[src/sv/stm_pkg.sv]
package stm_pkg;

  localparam int TEMPO_COUNT = 39;
  localparam int LANES = 6;
  localparam int IDX_W = 6;
  localparam int MV_W = 15;
  localparam int RATE_W = 18;
  localparam int LIMIT_W = RATE_W + 6;
  localparam int TICK_W = 19;
  localparam int WIDTH_W = 16;
  localparam int MASK_W = 7;
  localparam int BPM_W = 8;
  localparam int PROD_W = TICK_W + BPM_W;
  localparam int CFG_IDX_W = 2;
  localparam int CFG_DATA_W = 18;

  localparam logic signed [MV_W-1:0] MV_RISE = 15'sd2000;
  localparam logic signed [MV_W-1:0] MV_FALL = 15'sd100;

  localparam logic [IDX_W:0] TEMPO_COUNT_W = (IDX_W + 1)'(TEMPO_COUNT);
  localparam logic [IDX_W-1:0] TEMPO_LAST = IDX_W'(TEMPO_COUNT - 1);
  localparam logic [IDX_W-1:0] TEMPO_RESET =
    (10 < TEMPO_COUNT) ? IDX_W'(10) : IDX_W'(TEMPO_COUNT - 1);

  localparam logic [RATE_W-1:0] RATE_RESET = RATE_W'(48000);
  localparam logic [IDX_W-1:0] RST_IDX_RESET = IDX_W'(10);
  localparam logic [WIDTH_W-1:0] WIDTH_RESET = WIDTH_W'(48);
  localparam logic [LIMIT_W-1:0] LIMIT_RESET = LIMIT_W'(48000 * 60);

  // lane order matches the trigger inputs
  typedef enum logic [2:0] {
    LANE_FASTER3 = 3'd0,
    LANE_FASTER2 = 3'd1,
    LANE_FASTER1 = 3'd2,
    LANE_SLOWER1 = 3'd3,
    LANE_RESET   = 3'd4,
    LANE_PLAY    = 3'd5
  } lane_t;

  localparam int OUT_EN_BIT = 6;

  typedef enum logic [CFG_IDX_W-1:0] {
    REG_SAMPLE_RATE = 2'd0,
    REG_RESET_INDEX = 2'd1,
    REG_PULSE_WIDTH = 2'd2,
    REG_ENABLE_MASK = 2'd3
  } reg_idx_t;

  typedef struct packed {
    logic advance;
    logic clear;
  } beat_ctrl_t;

  localparam logic [BPM_W-1:0] BPM_TABLE [0:63] = '{
    8'd40, 8'd42, 8'd44, 8'd46, 8'd48, 8'd50, 8'd52, 8'd54, 8'd56, 8'd58,
    8'd60, 8'd63, 8'd66, 8'd69, 8'd72, 8'd76, 8'd80, 8'd84, 8'd88, 8'd92,
    8'd96, 8'd100, 8'd104, 8'd108, 8'd112, 8'd116, 8'd120, 8'd126, 8'd132,
    8'd138, 8'd144, 8'd152, 8'd160, 8'd168, 8'd176, 8'd184, 8'd192, 8'd200,
    8'd208, 8'd208, 8'd208, 8'd208, 8'd208, 8'd208, 8'd208, 8'd208, 8'd208,
    8'd208, 8'd208, 8'd208, 8'd208, 8'd208, 8'd208, 8'd208, 8'd208, 8'd208,
    8'd208, 8'd208, 8'd208, 8'd208, 8'd208, 8'd208, 8'd208, 8'd208
  };

  // index is always below the tempo count, so one subtract wraps it
  function automatic logic [IDX_W-1:0] step_up(input logic [IDX_W-1:0] idx,
                                               input logic [1:0] n);
    logic [IDX_W:0] sum;
    sum = {1'b0, idx} + {{(IDX_W - 1){1'b0}}, n};
    if (sum >= TEMPO_COUNT_W) begin
      sum = sum - TEMPO_COUNT_W;
    end
    return sum[IDX_W-1:0];
  endfunction

endpackage

[src/sv/stm_trig_lane.sv]
module stm_trig_lane (
  input  logic                             clk,
  input  logic                             rst_n,
  input  logic                             accept,
  input  logic                             enable,
  input  logic signed [stm_pkg::MV_W-1:0]  mv,
  output logic                             fire
);

  logic level_r;
  logic level_nxt;

  // schmitt trigger: rises at 2 V, falls at 0.1 V
  always_comb begin
    level_nxt = level_r;
    fire = 1'b0;
    if (enable) begin
      if (level_r) begin
        if (mv <= stm_pkg::MV_FALL) begin
          level_nxt = 1'b0;
        end
      end else if (mv >= stm_pkg::MV_RISE) begin
        level_nxt = 1'b1;
        fire = accept;
      end
    end
  end

  always_ff @(posedge clk) begin
    if (!rst_n) begin
      level_r <= 1'b1;
    end else if (accept) begin
      level_r <= level_nxt;
    end
  end

endmodule

[src/sv/stm_merge.sv]
module stm_merge (
  input  logic                            clk,
  input  logic                            rst_n,
  input  logic                            accept,
  input  logic [stm_pkg::LANES-1:0]       fire,
  input  logic [stm_pkg::IDX_W-1:0]       reset_index,
  output logic [stm_pkg::IDX_W-1:0]       tempo_index,
  output logic                            run
);

  logic [stm_pkg::IDX_W-1:0] tempo_r;
  logic [stm_pkg::IDX_W-1:0] tempo_nxt;
  logic                      run_r;
  logic                      run_nxt;
  logic [stm_pkg::IDX_W-1:0] load_idx;

  assign load_idx = ({1'b0, reset_index} < stm_pkg::TEMPO_COUNT_W) ?
                    reset_index : stm_pkg::TEMPO_LAST;

  // lanes apply in input order, each on the index left by the one before
  always_comb begin
    tempo_nxt = tempo_r;
    if (fire[stm_pkg::LANE_FASTER3]) begin
      tempo_nxt = stm_pkg::step_up(tempo_nxt, 2'd3);
    end
    if (fire[stm_pkg::LANE_FASTER2]) begin
      tempo_nxt = stm_pkg::step_up(tempo_nxt, 2'd2);
    end
    if (fire[stm_pkg::LANE_FASTER1]) begin
      tempo_nxt = stm_pkg::step_up(tempo_nxt, 2'd1);
    end
    if (fire[stm_pkg::LANE_SLOWER1]) begin
      tempo_nxt = (tempo_nxt == '0) ? stm_pkg::TEMPO_LAST : tempo_nxt - 1'b1;
    end
    if (fire[stm_pkg::LANE_RESET]) begin
      tempo_nxt = load_idx;
    end
    run_nxt = run_r ^ fire[stm_pkg::LANE_PLAY];
  end

  always_ff @(posedge clk) begin
    if (!rst_n) begin
      tempo_r <= stm_pkg::TEMPO_RESET;
      run_r   <= 1'b0;
    end else if (accept) begin
      tempo_r <= tempo_nxt;
      run_r   <= run_nxt;
    end
  end

  assign tempo_index = tempo_r;
  assign run = run_r;

endmodule

[src/sv/stm_beat.sv]
module stm_beat (
  input  logic                              clk,
  input  logic                              rst_n,
  input  stm_pkg::beat_ctrl_t               ctrl,
  input  logic [stm_pkg::IDX_W-1:0]         tempo_index,
  input  logic [stm_pkg::LIMIT_W-1:0]       limit,
  input  logic [stm_pkg::WIDTH_W-1:0]       pulse_width,
  output logic                              level
);

  logic [stm_pkg::TICK_W-1:0]  tick_r;
  logic [stm_pkg::TICK_W-1:0]  tick_nxt;
  logic [stm_pkg::WIDTH_W-1:0] left_r;
  logic [stm_pkg::WIDTH_W-1:0] left_nxt;
  logic                        level_r;
  logic                        level_nxt;
  logic [stm_pkg::TICK_W-1:0]  tick_inc;
  logic [stm_pkg::PROD_W-1:0]  prod;
  logic [stm_pkg::WIDTH_W-1:0] armed;
  logic                        hit;
  logic                        beat;

  assign tick_inc = tick_r + 1'b1;
  assign prod = stm_pkg::PROD_W'(tick_inc) *
                stm_pkg::PROD_W'(stm_pkg::BPM_TABLE[tempo_index]);
  assign hit = prod >= stm_pkg::PROD_W'(limit);
  // first tick after a restart also beats
  assign beat = hit || (tick_inc == stm_pkg::TICK_W'(1));
  assign armed = (beat && (pulse_width > left_r)) ? pulse_width : left_r;

  always_comb begin
    tick_nxt = tick_r;
    left_nxt = left_r;
    level_nxt = level_r;
    if (ctrl.advance) begin
      tick_nxt = hit ? '0 : tick_inc;
      if (armed != '0) begin
        left_nxt = armed - 1'b1;
        level_nxt = 1'b1;
      end else begin
        left_nxt = armed;
        level_nxt = 1'b0;
      end
    end
    if (ctrl.clear) begin
      tick_nxt = '0;
    end
  end

  always_ff @(posedge clk) begin
    if (!rst_n) begin
      tick_r  <= '0;
      left_r  <= '0;
      level_r <= 1'b0;
    end else begin
      tick_r  <= tick_nxt;
      left_r  <= left_nxt;
      level_r <= level_nxt;
    end
  end

  assign level = level_r;

  a_clear_zeroes_tick: assert property (@(posedge clk) disable iff (!rst_n)
    ctrl.clear |=> (tick_r == '0))
    else $error("tick counter not cleared by play toggle");

  a_level_needs_left: assert property (@(posedge clk) disable iff (!rst_n)
    (ctrl.advance && (left_r == '0) && !beat) |=> !level_r)
    else $error("pulse level high with nothing armed");

endmodule

[src/sv/stepped_tempo_metronome.sv]
// channel | direction | handshake              | payload
// in      | request   | in_valid / in_ready    | six trigger voltages, 15 bit signed mV
// out     | result    | out_valid / out_ready  | pulse_out, tempo_now, playing
// cfg     | write     | cfg_wr_en              | cfg_addr, cfg_wdata
//
// one request per cycle while no result is stalled; each result is registered and appears the cycle after accept
// six schmitt lanes run in parallel, the merge chain and beat compare are combinational
// in_ready stays high while the result register is empty or being taken
// synchronous active-low reset: tempo 10, stopped, all trigger levels high
// a stalled result blocks new requests until out_ready
module stepped_tempo_metronome (
  input  logic                                clk,
  input  logic                                rst_n,
  input  logic                                in_valid,
  output logic                                in_ready,
  input  logic signed [stm_pkg::MV_W-1:0]     in_faster3_mv,
  input  logic signed [stm_pkg::MV_W-1:0]     in_faster2_mv,
  input  logic signed [stm_pkg::MV_W-1:0]     in_faster1_mv,
  input  logic signed [stm_pkg::MV_W-1:0]     in_slower1_mv,
  input  logic signed [stm_pkg::MV_W-1:0]     in_tempo_reset_mv,
  input  logic signed [stm_pkg::MV_W-1:0]     in_play_toggle_mv,
  output logic                                out_valid,
  input  logic                                out_ready,
  output logic                                out_pulse_out,
  output logic [stm_pkg::IDX_W-1:0]           out_tempo_now,
  output logic                                out_playing,
  input  logic                                cfg_wr_en,
  input  logic [stm_pkg::CFG_IDX_W-1:0]       cfg_addr,
  input  logic [stm_pkg::CFG_DATA_W-1:0]      cfg_wdata
);

  logic [stm_pkg::LIMIT_W-1:0] limit_r;
  logic [stm_pkg::IDX_W-1:0]   rst_idx_r;
  logic [stm_pkg::WIDTH_W-1:0] width_r;
  logic [stm_pkg::MASK_W-1:0]  mask_r;
  logic [stm_pkg::LIMIT_W-1:0] limit_nxt;
  logic                        out_valid_r;
  logic                        out_valid_nxt;
  logic                        accept;
  logic                        run;
  logic [stm_pkg::IDX_W-1:0]   tempo_index;
  logic [stm_pkg::LANES-1:0]   fire;
  logic signed [stm_pkg::MV_W-1:0] lane_mv [stm_pkg::LANES];
  stm_pkg::beat_ctrl_t         beat_ctrl;

  // 60 * rate as shift and subtract, kept with the register
  assign limit_nxt = (stm_pkg::LIMIT_W'(cfg_wdata) << 6) - (stm_pkg::LIMIT_W'(cfg_wdata) << 2);

  always_ff @(posedge clk) begin
    if (!rst_n) begin
      limit_r   <= stm_pkg::LIMIT_RESET;
      rst_idx_r <= stm_pkg::RST_IDX_RESET;
      width_r   <= stm_pkg::WIDTH_RESET;
      mask_r    <= '0;
    end else if (cfg_wr_en) begin
      case (stm_pkg::reg_idx_t'(cfg_addr))
        stm_pkg::REG_SAMPLE_RATE: limit_r   <= limit_nxt;
        stm_pkg::REG_RESET_INDEX: rst_idx_r <= cfg_wdata[stm_pkg::IDX_W-1:0];
        stm_pkg::REG_PULSE_WIDTH: width_r   <= cfg_wdata[stm_pkg::WIDTH_W-1:0];
        stm_pkg::REG_ENABLE_MASK: mask_r    <= cfg_wdata[stm_pkg::MASK_W-1:0];
        default: ;
      endcase
    end
  end

  assign in_ready = !out_valid_r || out_ready;
  assign accept = in_valid && in_ready;
  assign out_valid_nxt = accept ? 1'b1 : (out_ready ? 1'b0 : out_valid_r);

  always_ff @(posedge clk) begin
    if (!rst_n) begin
      out_valid_r <= 1'b0;
    end else begin
      out_valid_r <= out_valid_nxt;
    end
  end

  assign lane_mv[stm_pkg::LANE_FASTER3] = in_faster3_mv;
  assign lane_mv[stm_pkg::LANE_FASTER2] = in_faster2_mv;
  assign lane_mv[stm_pkg::LANE_FASTER1] = in_faster1_mv;
  assign lane_mv[stm_pkg::LANE_SLOWER1] = in_slower1_mv;
  assign lane_mv[stm_pkg::LANE_RESET]   = in_tempo_reset_mv;
  assign lane_mv[stm_pkg::LANE_PLAY]    = in_play_toggle_mv;

  for (genvar g = 0; g < stm_pkg::LANES; g++) begin : g_lane
    stm_trig_lane u_lane (
      .clk    (clk),
      .rst_n  (rst_n),
      .accept (accept),
      .enable (mask_r[g]),
      .mv     (lane_mv[g]),
      .fire   (fire[g])
    );
  end

  stm_merge u_merge (
    .clk         (clk),
    .rst_n       (rst_n),
    .accept      (accept),
    .fire        (fire),
    .reset_index (rst_idx_r),
    .tempo_index (tempo_index),
    .run         (run)
  );

  // beat uses the index and run flag from before this request's triggers
  assign beat_ctrl.advance = accept && run && mask_r[stm_pkg::OUT_EN_BIT];
  assign beat_ctrl.clear = fire[stm_pkg::LANE_PLAY];

  stm_beat u_beat (
    .clk         (clk),
    .rst_n       (rst_n),
    .ctrl        (beat_ctrl),
    .tempo_index (tempo_index),
    .limit       (limit_r),
    .pulse_width (width_r),
    .level       (out_pulse_out)
  );

  assign out_valid = out_valid_r;
  assign out_tempo_now = tempo_index;
  assign out_playing = run;

  a_tempo_in_range: assert property (@(posedge clk) disable iff (!rst_n)
    {1'b0, out_tempo_now} < stm_pkg::TEMPO_COUNT_W)
    else $error("tempo index out of range");

  a_stall_blocks_input: assert property (@(posedge clk) disable iff (!rst_n)
    (out_valid && !out_ready) |-> !in_ready)
    else $error("request taken while result stalled");

  a_accept_gives_result: assert property (@(posedge clk) disable iff (!rst_n)
    accept |=> out_valid)
    else $error("accepted request gave no result");

  a_state_moves_on_accept: assert property (@(posedge clk) disable iff (!rst_n)
    !$stable(out_playing) |-> $past(accept))
    else $error("run flag changed without a request");

endmodule
[config.mk]
export PLATFORM = sky130hd
export DESIGN_NAME = stepped_tempo_metronome
export DESIGN_NICKNAME = d
export VERILOG_FILES = /design/src/sv/stm_pkg.sv /design/src/sv/stm_trig_lane.sv /design/src/sv/stm_merge.sv /design/src/sv/stm_beat.sv /design/src/sv/stepped_tempo_metronome.sv
export SDC_FILE = /design/constraint.sdc
export NUM_CORES = 1
export LEC_CHECK = 0
export ABC_AREA = 0
export BUFFER_PORTS_ARGS = -buffer_cell sky130_fd_sc_hd__buf_2
export CAP_MARGIN = 20
export CORE_UTILIZATION = 44
export DETAILED_ROUTE_END_ITERATION = 7
export PLACE_DENSITY_LB_ADDON = 0.08
export REMOVE_ABC_BUFFERS = 1
export SLEW_MARGIN = 20
export SYNTH_ARGS = -nofsm -noshare
export SYNTH_HDL_FRONTEND = slang
export SYNTH_SLANG_ARGS = --single-unit
[constraint.sdc]
create_clock -name clk -period 15.9 [get_ports clk]
set_input_delay 3.18 -clock clk [delete_from_list [all_inputs] [get_ports clk]]
set_output_delay 3.18 -clock clk [all_outputs]
set_load 0.02 [all_outputs]
# Yosys cells after proc, flatten, opt, wreduce, memory -nomap -nowiden
# Memories as Yosys holds them, arrays and structs flattened.
# Cells that the tools add are included.
classes:
  n_addsub: 10
  n_mul: 1
  magnitude_cmp: 19
  n_eq_ne: 4
  muxes: 54
  n_bitwise: 3
  reduce_logical: 22
ops:
  columns: ["cell", "n"]
  rows:
  - ["15-bit by 12-bit >= comparator with 1-bit output (second input constant)", 6]
  - ["15-bit by 8-bit <= comparator with 1-bit output (second input constant)", 6]
  - ["6-bit two-way mux", 10]
  - ["1-bit two-way mux", 39]
  - ["16-bit two-way mux", 2]
  - ["27-bit by 24-bit >= comparator with 1-bit output", 1]
  - ["19-bit by 8-bit multiplier with 27-bit output", 1]
  - ["24-bit by 20-bit subtractor with 24-bit output", 1]
  - ["7-bit by 6-bit >= comparator with 1-bit output (second input constant)", 3]
  - ["2-bit AND reduction", 10]
  - ["19-bit by 1-bit adder with 19-bit output (second input constant)", 1]
  - ["19-bit by 1-bit == test with 1-bit output (second input constant)", 1]
  - ["19-bit two-way mux", 1]
  - ["6-bit subtractor (second input constant)", 3]
  - ["16-bit greater-than comparator", 1]
  - ["8-bit two-way mux", 2]
  - ["16-bit nonzero test", 1]
  - ["16-bit by 1-bit subtractor with 16-bit output (second input constant)", 1]
  - ["6-bit by 2-bit adder with 7-bit output (second input constant)", 2]
  - ["6-bit by 1-bit adder with 7-bit output (second input constant)", 1]
  - ["7-bit >= comparator (second input constant)", 1]
  - ["6-bit NOT with 7-bit output", 1]
  - ["6-bit logical NOT", 1]
  - ["6-bit less-than comparator (second input constant)", 1]
  - ["other kinds (11)", 16]
word_totals:
  reg_bits: 103
  romBits: 512
  inputBits: 115
  out_inout_bits: 10
  wordCells: 130
  mem_count: 1
mem_list:
  columns: ["name", "words", "word_bits", "read_ports", "rd_ports_with_merged_regs", "write_ports", "line_no", "rtl"]
  rows:
  - ["(no name shown)", 64, 8, 1, 0, 0, "stm_beat.sv:25", "stm_pkg::PROD_W'(stm_pkg::BPM_TABLE[tempo_index]);"]

# Logic depth before layout (Yosys ltp)
depth:
  word_depth: 19
  ltp_mapped: 50
  mapped_depth_nobuf: 46

# Cells and area by module
# Synthesis repeated with hierarchy kept, for this count alone.
unflattened:
  cells_unflattened: 1895
  area_unflattened_um2: 14614.0
by_module_without_submodules:
  columns: ["module", "instances", "cells_each", "area_per_inst_um2", "seq_area_each_um2"]
  rows:
  - ["stm_beat", 1, 1134, 8817.2, 720.7]
  - ["stepped_tempo_metronome", 1, 380, 2924.1, 1041.0]
  - ["stm_merge", 1, 291, 2114.5, 140.1]
  - ["stm_trig_lane", 6, 15, 126.4, 20.0]

# Least setup slack after synthesis
# OpenSTA, ideal clock, no wires.
synth_timing:
  kind: "reg2reg"
  start: "register u_merge.tempo_r (netlist bit u_merge.tempo_index[0])"
  end: "register u_beat.left_r[11] (netlist bit)"
  setup_time_ns: 0.070
  arrival_ns: 10.301
  required_time_ns: 15.830
  setup_slack_ns: 5.529
  path_stages_with_launch: 49
  path_buffers: 4
  synth_period_minus_slack_ns: 10.371
  path_cell_list: "dfxtp_1 buf_2 inv_1 ha_1 and3_1 nand2_1 o21ai_0 o21ai_1 clkbuf_1 nor2_1 fa_1 fa_1 inv_1 fa_1 fa_1 inv_1 ha_1 inv_1 [... 13 more ...] a21o_1 a21oi_1 a21oi_1 o31a_1 a2111oi_0 nand3_1 o21a_1 clkbuf_1 clkbuf_1 mux2i_1 ha_1 nand3_1 nor2b_1 nand2_1 mux2i_1 o21ai_0 mux2_2 a21oi_1"
synth_between:
  elab_chain_len: 11
  elab_cells_between_ends: 12
  cone_classes: "add/sub (1); mul (1); order compare (1); mux (4); bitwise (1); reduce/logical (3); memory (1)"
synth_lines:
  columns: ["item", "line_no", "rtl"]
  rows:
  - ["start: declaration", "stm_merge.sv:11", "logic [stm_pkg::IDX_W-1:0] tempo_r;"]
  - ["start signal: assignment", "stm_merge.sv:43", "tempo_r <= stm_pkg::TEMPO_RESET;"]
  - ["start signal: assignment", "stm_merge.sv:46", "tempo_r <= tempo_nxt;"]
  - ["6-bit NOT with 7-bit output (implied by the code) *", "stm_beat.sv:25", null]
  - ["memory 64 x 8 bit *", null, null]
  - ["8-bit two-way mux (implied by the code) * (2 in a row)", "stm_beat.sv:25", null]
  - ["19-bit by 8-bit multiplier with 27-bit output *", "stm_beat.sv:24", "assign prod = stm_pkg::PROD_W'(tick_inc) *"]
  - ["27-bit by 24-bit >= comparator with 1-bit output *", "stm_beat.sv:26", "assign hit = prod >= stm_pkg::PROD_W'(limit);"]
  - ["1-bit logical OR *", "stm_beat.sv:28", "assign beat = hit || (tick_inc == stm_pkg::TICK_W'(1));"]
  - ["1-bit logical AND *", "stm_beat.sv:29", "assign armed = (beat && (pulse_width > left_r)) ? pulse_width : left_r;"]
  - ["16-bit two-way mux *", "stm_beat.sv:29", null]
  - ["16-bit by 1-bit subtractor with 16-bit output or 16-bit nonzero test (tied branches)", "stm_beat.sv:38, stm_beat.sv:37", null]
  - ["16-bit two-way mux *", "stm_beat.sv:37", "if (armed != '0) begin"]
  - ["end signal: assignment", "stm_beat.sv:57", "left_r <= left_nxt;"]
  - ["end: declaration", "stm_beat.sv:13", "logic [stm_pkg::WIDTH_W-1:0] left_r;"]
# Mark *: on every way between the ends. The rest lies on a longest branch, timed or not. The select of a mux whose other input is x is not followed.
# A chain may end at the register's enable or synchronous reset.

# Final worst setup path
layout_timing:
  start: "register u_merge.tempo_r (netlist bit u_merge.tempo_index[2])"
  end: "register u_beat.left_r[11] (netlist bit)"
# The elaborated chain is that of the path after synthesis.

==> results by group <==
Floorplanning
  • Full die area: 31600 sq um
  • Num rows: 63
  • Core area: between 30000 and 40000 sq um
  • Die X: 178 um
  • Starting density of the core: 0.452
  • Die Y: ~180 um
  • I/O Pins: between 100 and 150

Place
  • DP Area: about 15000 sq um
  • Detail Placement HPWL: between 20 and 30 mm
  • # port buffers: roughly 120
  • GP Congestion: 0.881

CTS
  • Root Driver: clkbuf_16
  • Bufs on Longest Clock Path: 2
  • H-tree levels: 3
  • Num CTS Buffers: 9
  • Clk Latency, worst-skew pair: ~0.37 ns
  • Worst-path clk slew: 0.08 ns
  • Setup bufs post-CTS: 0
  • Clock sink total: ~100
  • Post-CTS sizing: 0
  • Hold_buf cts: 0
  • TritonCTS clock tree: built

Detailed routing
  • Via density per instance: 5.59
  • DR pass1 iterations: 5
  • Wirelength per Cell: around 17 um
  • WL final: ~38 mm
  • Drt first-iter violations: about 670
  • Antenna viol nets, final: 0
  • Via Count: around 13000
  • Drc violations: 0

Final layout
  • Area Growth Syn to Fin: 9.89%
  • Commonest non-fill, non-tap cell in the layout: nor2_1
  • Final instance area: 14900 sq um
  • Final net count: roughly 2200
  • FILL cells: 2990
  • Most frequent cells in the layout: nor2_1, inv_1, nand2_1
  • # diodes: 0
  • Layout cell share with drive strength beyond 1: 0.134

Yosys
  • Seq/Total Area, Yosys: 0.149
  • Yosys Warn Count: 0
  • EDFF count, synth: 0
  • Mean Syn Cell Area: approximately 7.7 sq um
  • Cell variety after synth: 102
  • Synthesized instance count: 1766
  • Ys flop type: dfxtp_1
  • FFs w/ async S/R, synth: 0
  • Seq cells post-synth: between 100 and 150
  • Synth Cell Area: ~14000 sq um

Worst setup path
  • Setup CP Type: flip-flop to flip-flop
  • CP required: between 15 and 20 ns
  • Worst Setup End Kind: flip-flop
  • CP Data Arrival Time: between 10 and 15 ns
  • Max FO, Critical Path: 33
  • Crit path max-delay cell type: dfxtp_1
  • CP startpoint kind: flip-flop
  • Slowest stage delay, CP: between 0.7 and 0.8 ns
  • Register-to-Register Setup Slack: ~4.1 ns

GRT
  • First-pass GRT wire length: approximately 61 mm
  • Antenna violations before repair: 0
  • Largest net degree at the start of global routing: 54
  • Grt total ovfl: 0
  • Total track usage: 0.242
  • Number of global-route vias before repair: ~12000

Power
  • Worst vdd ir: between 0.00004 and 0.00005 V
  • Pleak: just under 7 nW
  • P per Cell Area: between 40 and 50 nW/um^2

Timing
  • Setup Skew: roughly 0.012 ns
  • RSZ-0062 raised after global routing: false
  • Slew Limit Fails: 0
  • Slew HR: 0.265
  • Setup TNS: 0 ns
  • Final min period: between 10 and 15 ns
  • Worst-margin pin slew: 1.10 ns
  • Final-report hold violation count: 0
  • Final critical-path share of the clock period: 0.741
  • Fmax achieved: 84.9 MHz
  • Final setup violating endpoints: 0

Run
  • Max cap viols: 0

Min path
  • Worst min path class: flip-flop to flip-flop

Status
  • Status: finished clean
[final timing paths]
path,startpoint,cells after the start,to
worst max-delay path,u_merge.tempo_index[2],45,u_beat.left_r[11]
worst min-delay path,limit_r[7],2,limit_r[7]
worst max register to register,u_merge.tempo_index[2],45,u_beat.left_r[11]
worst min register to register,limit_r[7],2,limit_r[7]
[Yosys cell counts, drive strengths merged (24+ instances only)]
cell type | count | area share
or2 | 41 | 0.019
and3 | 31 | 0.015
fa | 102 | 0.15
inv | 201 | 0.056
nand4 | 26 | 0.012
o21ai | 83 | 0.031
a21oi | 128 | 0.047
xnor2 | 51 | 0.033
mux2i | 25 | 0.019
dfxtp | 101 | 0.15
nand2 | 151 | 0.042
ha | 119 | 0.11
nor2 | 235 | 0.065
clkbuf | 54 | 0.015
a211oi | 24 | 0.016
nor3 | 43 | 0.016
nand3 | 33 | 0.013
[state kept, by name (all words and copies together), names as in the netlist]
name,flops
limit_r,22
u_beat.tick_r,19
u_beat.left_r,16
width_r,16
mask_r,7
g_lane.u_lane.level_r,6
rst_idx_r,6
u_merge.tempo_index,6
out_valid,1
u_beat.level,1
u_merge.run,1
[metrics by stage]
stage / instances / util / power (mW) / hold slack [ns] / setup slack (ns)
5_1_grt: 2253 / 0.497 / 0.702 / 0.480 / 3.30
3_5_place_dp: 2237 / 0.486 / 0.429 / 0.449 / 4.20
6_report: 2253 / 0.497 / 0.667 / 0.457 / 4.12
3_3_place_gp: 2237 / 0.486 / 0.429 / 0.442 / 4.59
2_1_floorplan: 1701 / - / 0.372 / 0.432 / 4.98
4_1_cts: 2253 / 0.497 / 0.672 / 0.459 / 4.12
[kinds of logic (layout without fill, tap and decap cells)]
kind of cell / after synthesis / in the layout / synth area share
simple gates: 651 / 651 / 0.229
compound gates: 422 / 422 / 0.213
buf+inv: 268 / 365 / 0.0766
fa+ha+maj: 221 / 221 / 0.260
flops: 101 / 101 / 0.149
xor+xnor: 71 / 71 / 0.0477
mux: 32 / 32 / 0.0252
[area by class of cell]
| class | instances | area (sq um) | share of cell area |
|---|---|---|---|
| clock inverters | 7 | 100 | 0.00671 |
| repair buffers | 146 | 786 | 0.0527 |
| inverters | 203 | 762 | 0.0511 |
| flip-flops and latches | 101 | 2020 | 0.136 |
| clock buffers | 9 | 225 | 0.0151 |
| well taps | 390 | 488 | 0.0327 |
| multi-input cells | 1397 | 10500 | 0.706 |
[layer usage]
metal | GRT usage | share of wire | vias up
met5 | 0 | 0 | -
met4 | 0.0420 | 0.0088 | 0
met3 | 0.0193 | 0.031 | 24
met2 | 0.414 | 0.47 | 272
met1 | 0.334 | 0.49 | 6005
li1 | - | - | 6296
[power by group]
group	switching (mW)	internal, mW	leakage, nW
Sequential	0.00698	0.259	0.819
Clock	0.114	0.127	0.158
Combinational	0.0970	0.0624	5.77
Total	0.218	0.449	6.75
[worst max-delay path, delay by kind of cell, from the launching register on]
| kind | cells | cell delay, ns |
|---|---|---|
| AO/OA/AOI/OAI | 18 | 4.05 |
| adder cells (fa/ha/maj) | 8 | 3.30 |
| AND/OR/NAND/NOR | 10 | 1.60 |
| multiplexers | 3 | 1.13 |
| buffers and inverters | 6 | 0.85 |
| flip-flops | 1 | 0.74 |
Power figures use the tool's default switching activity.
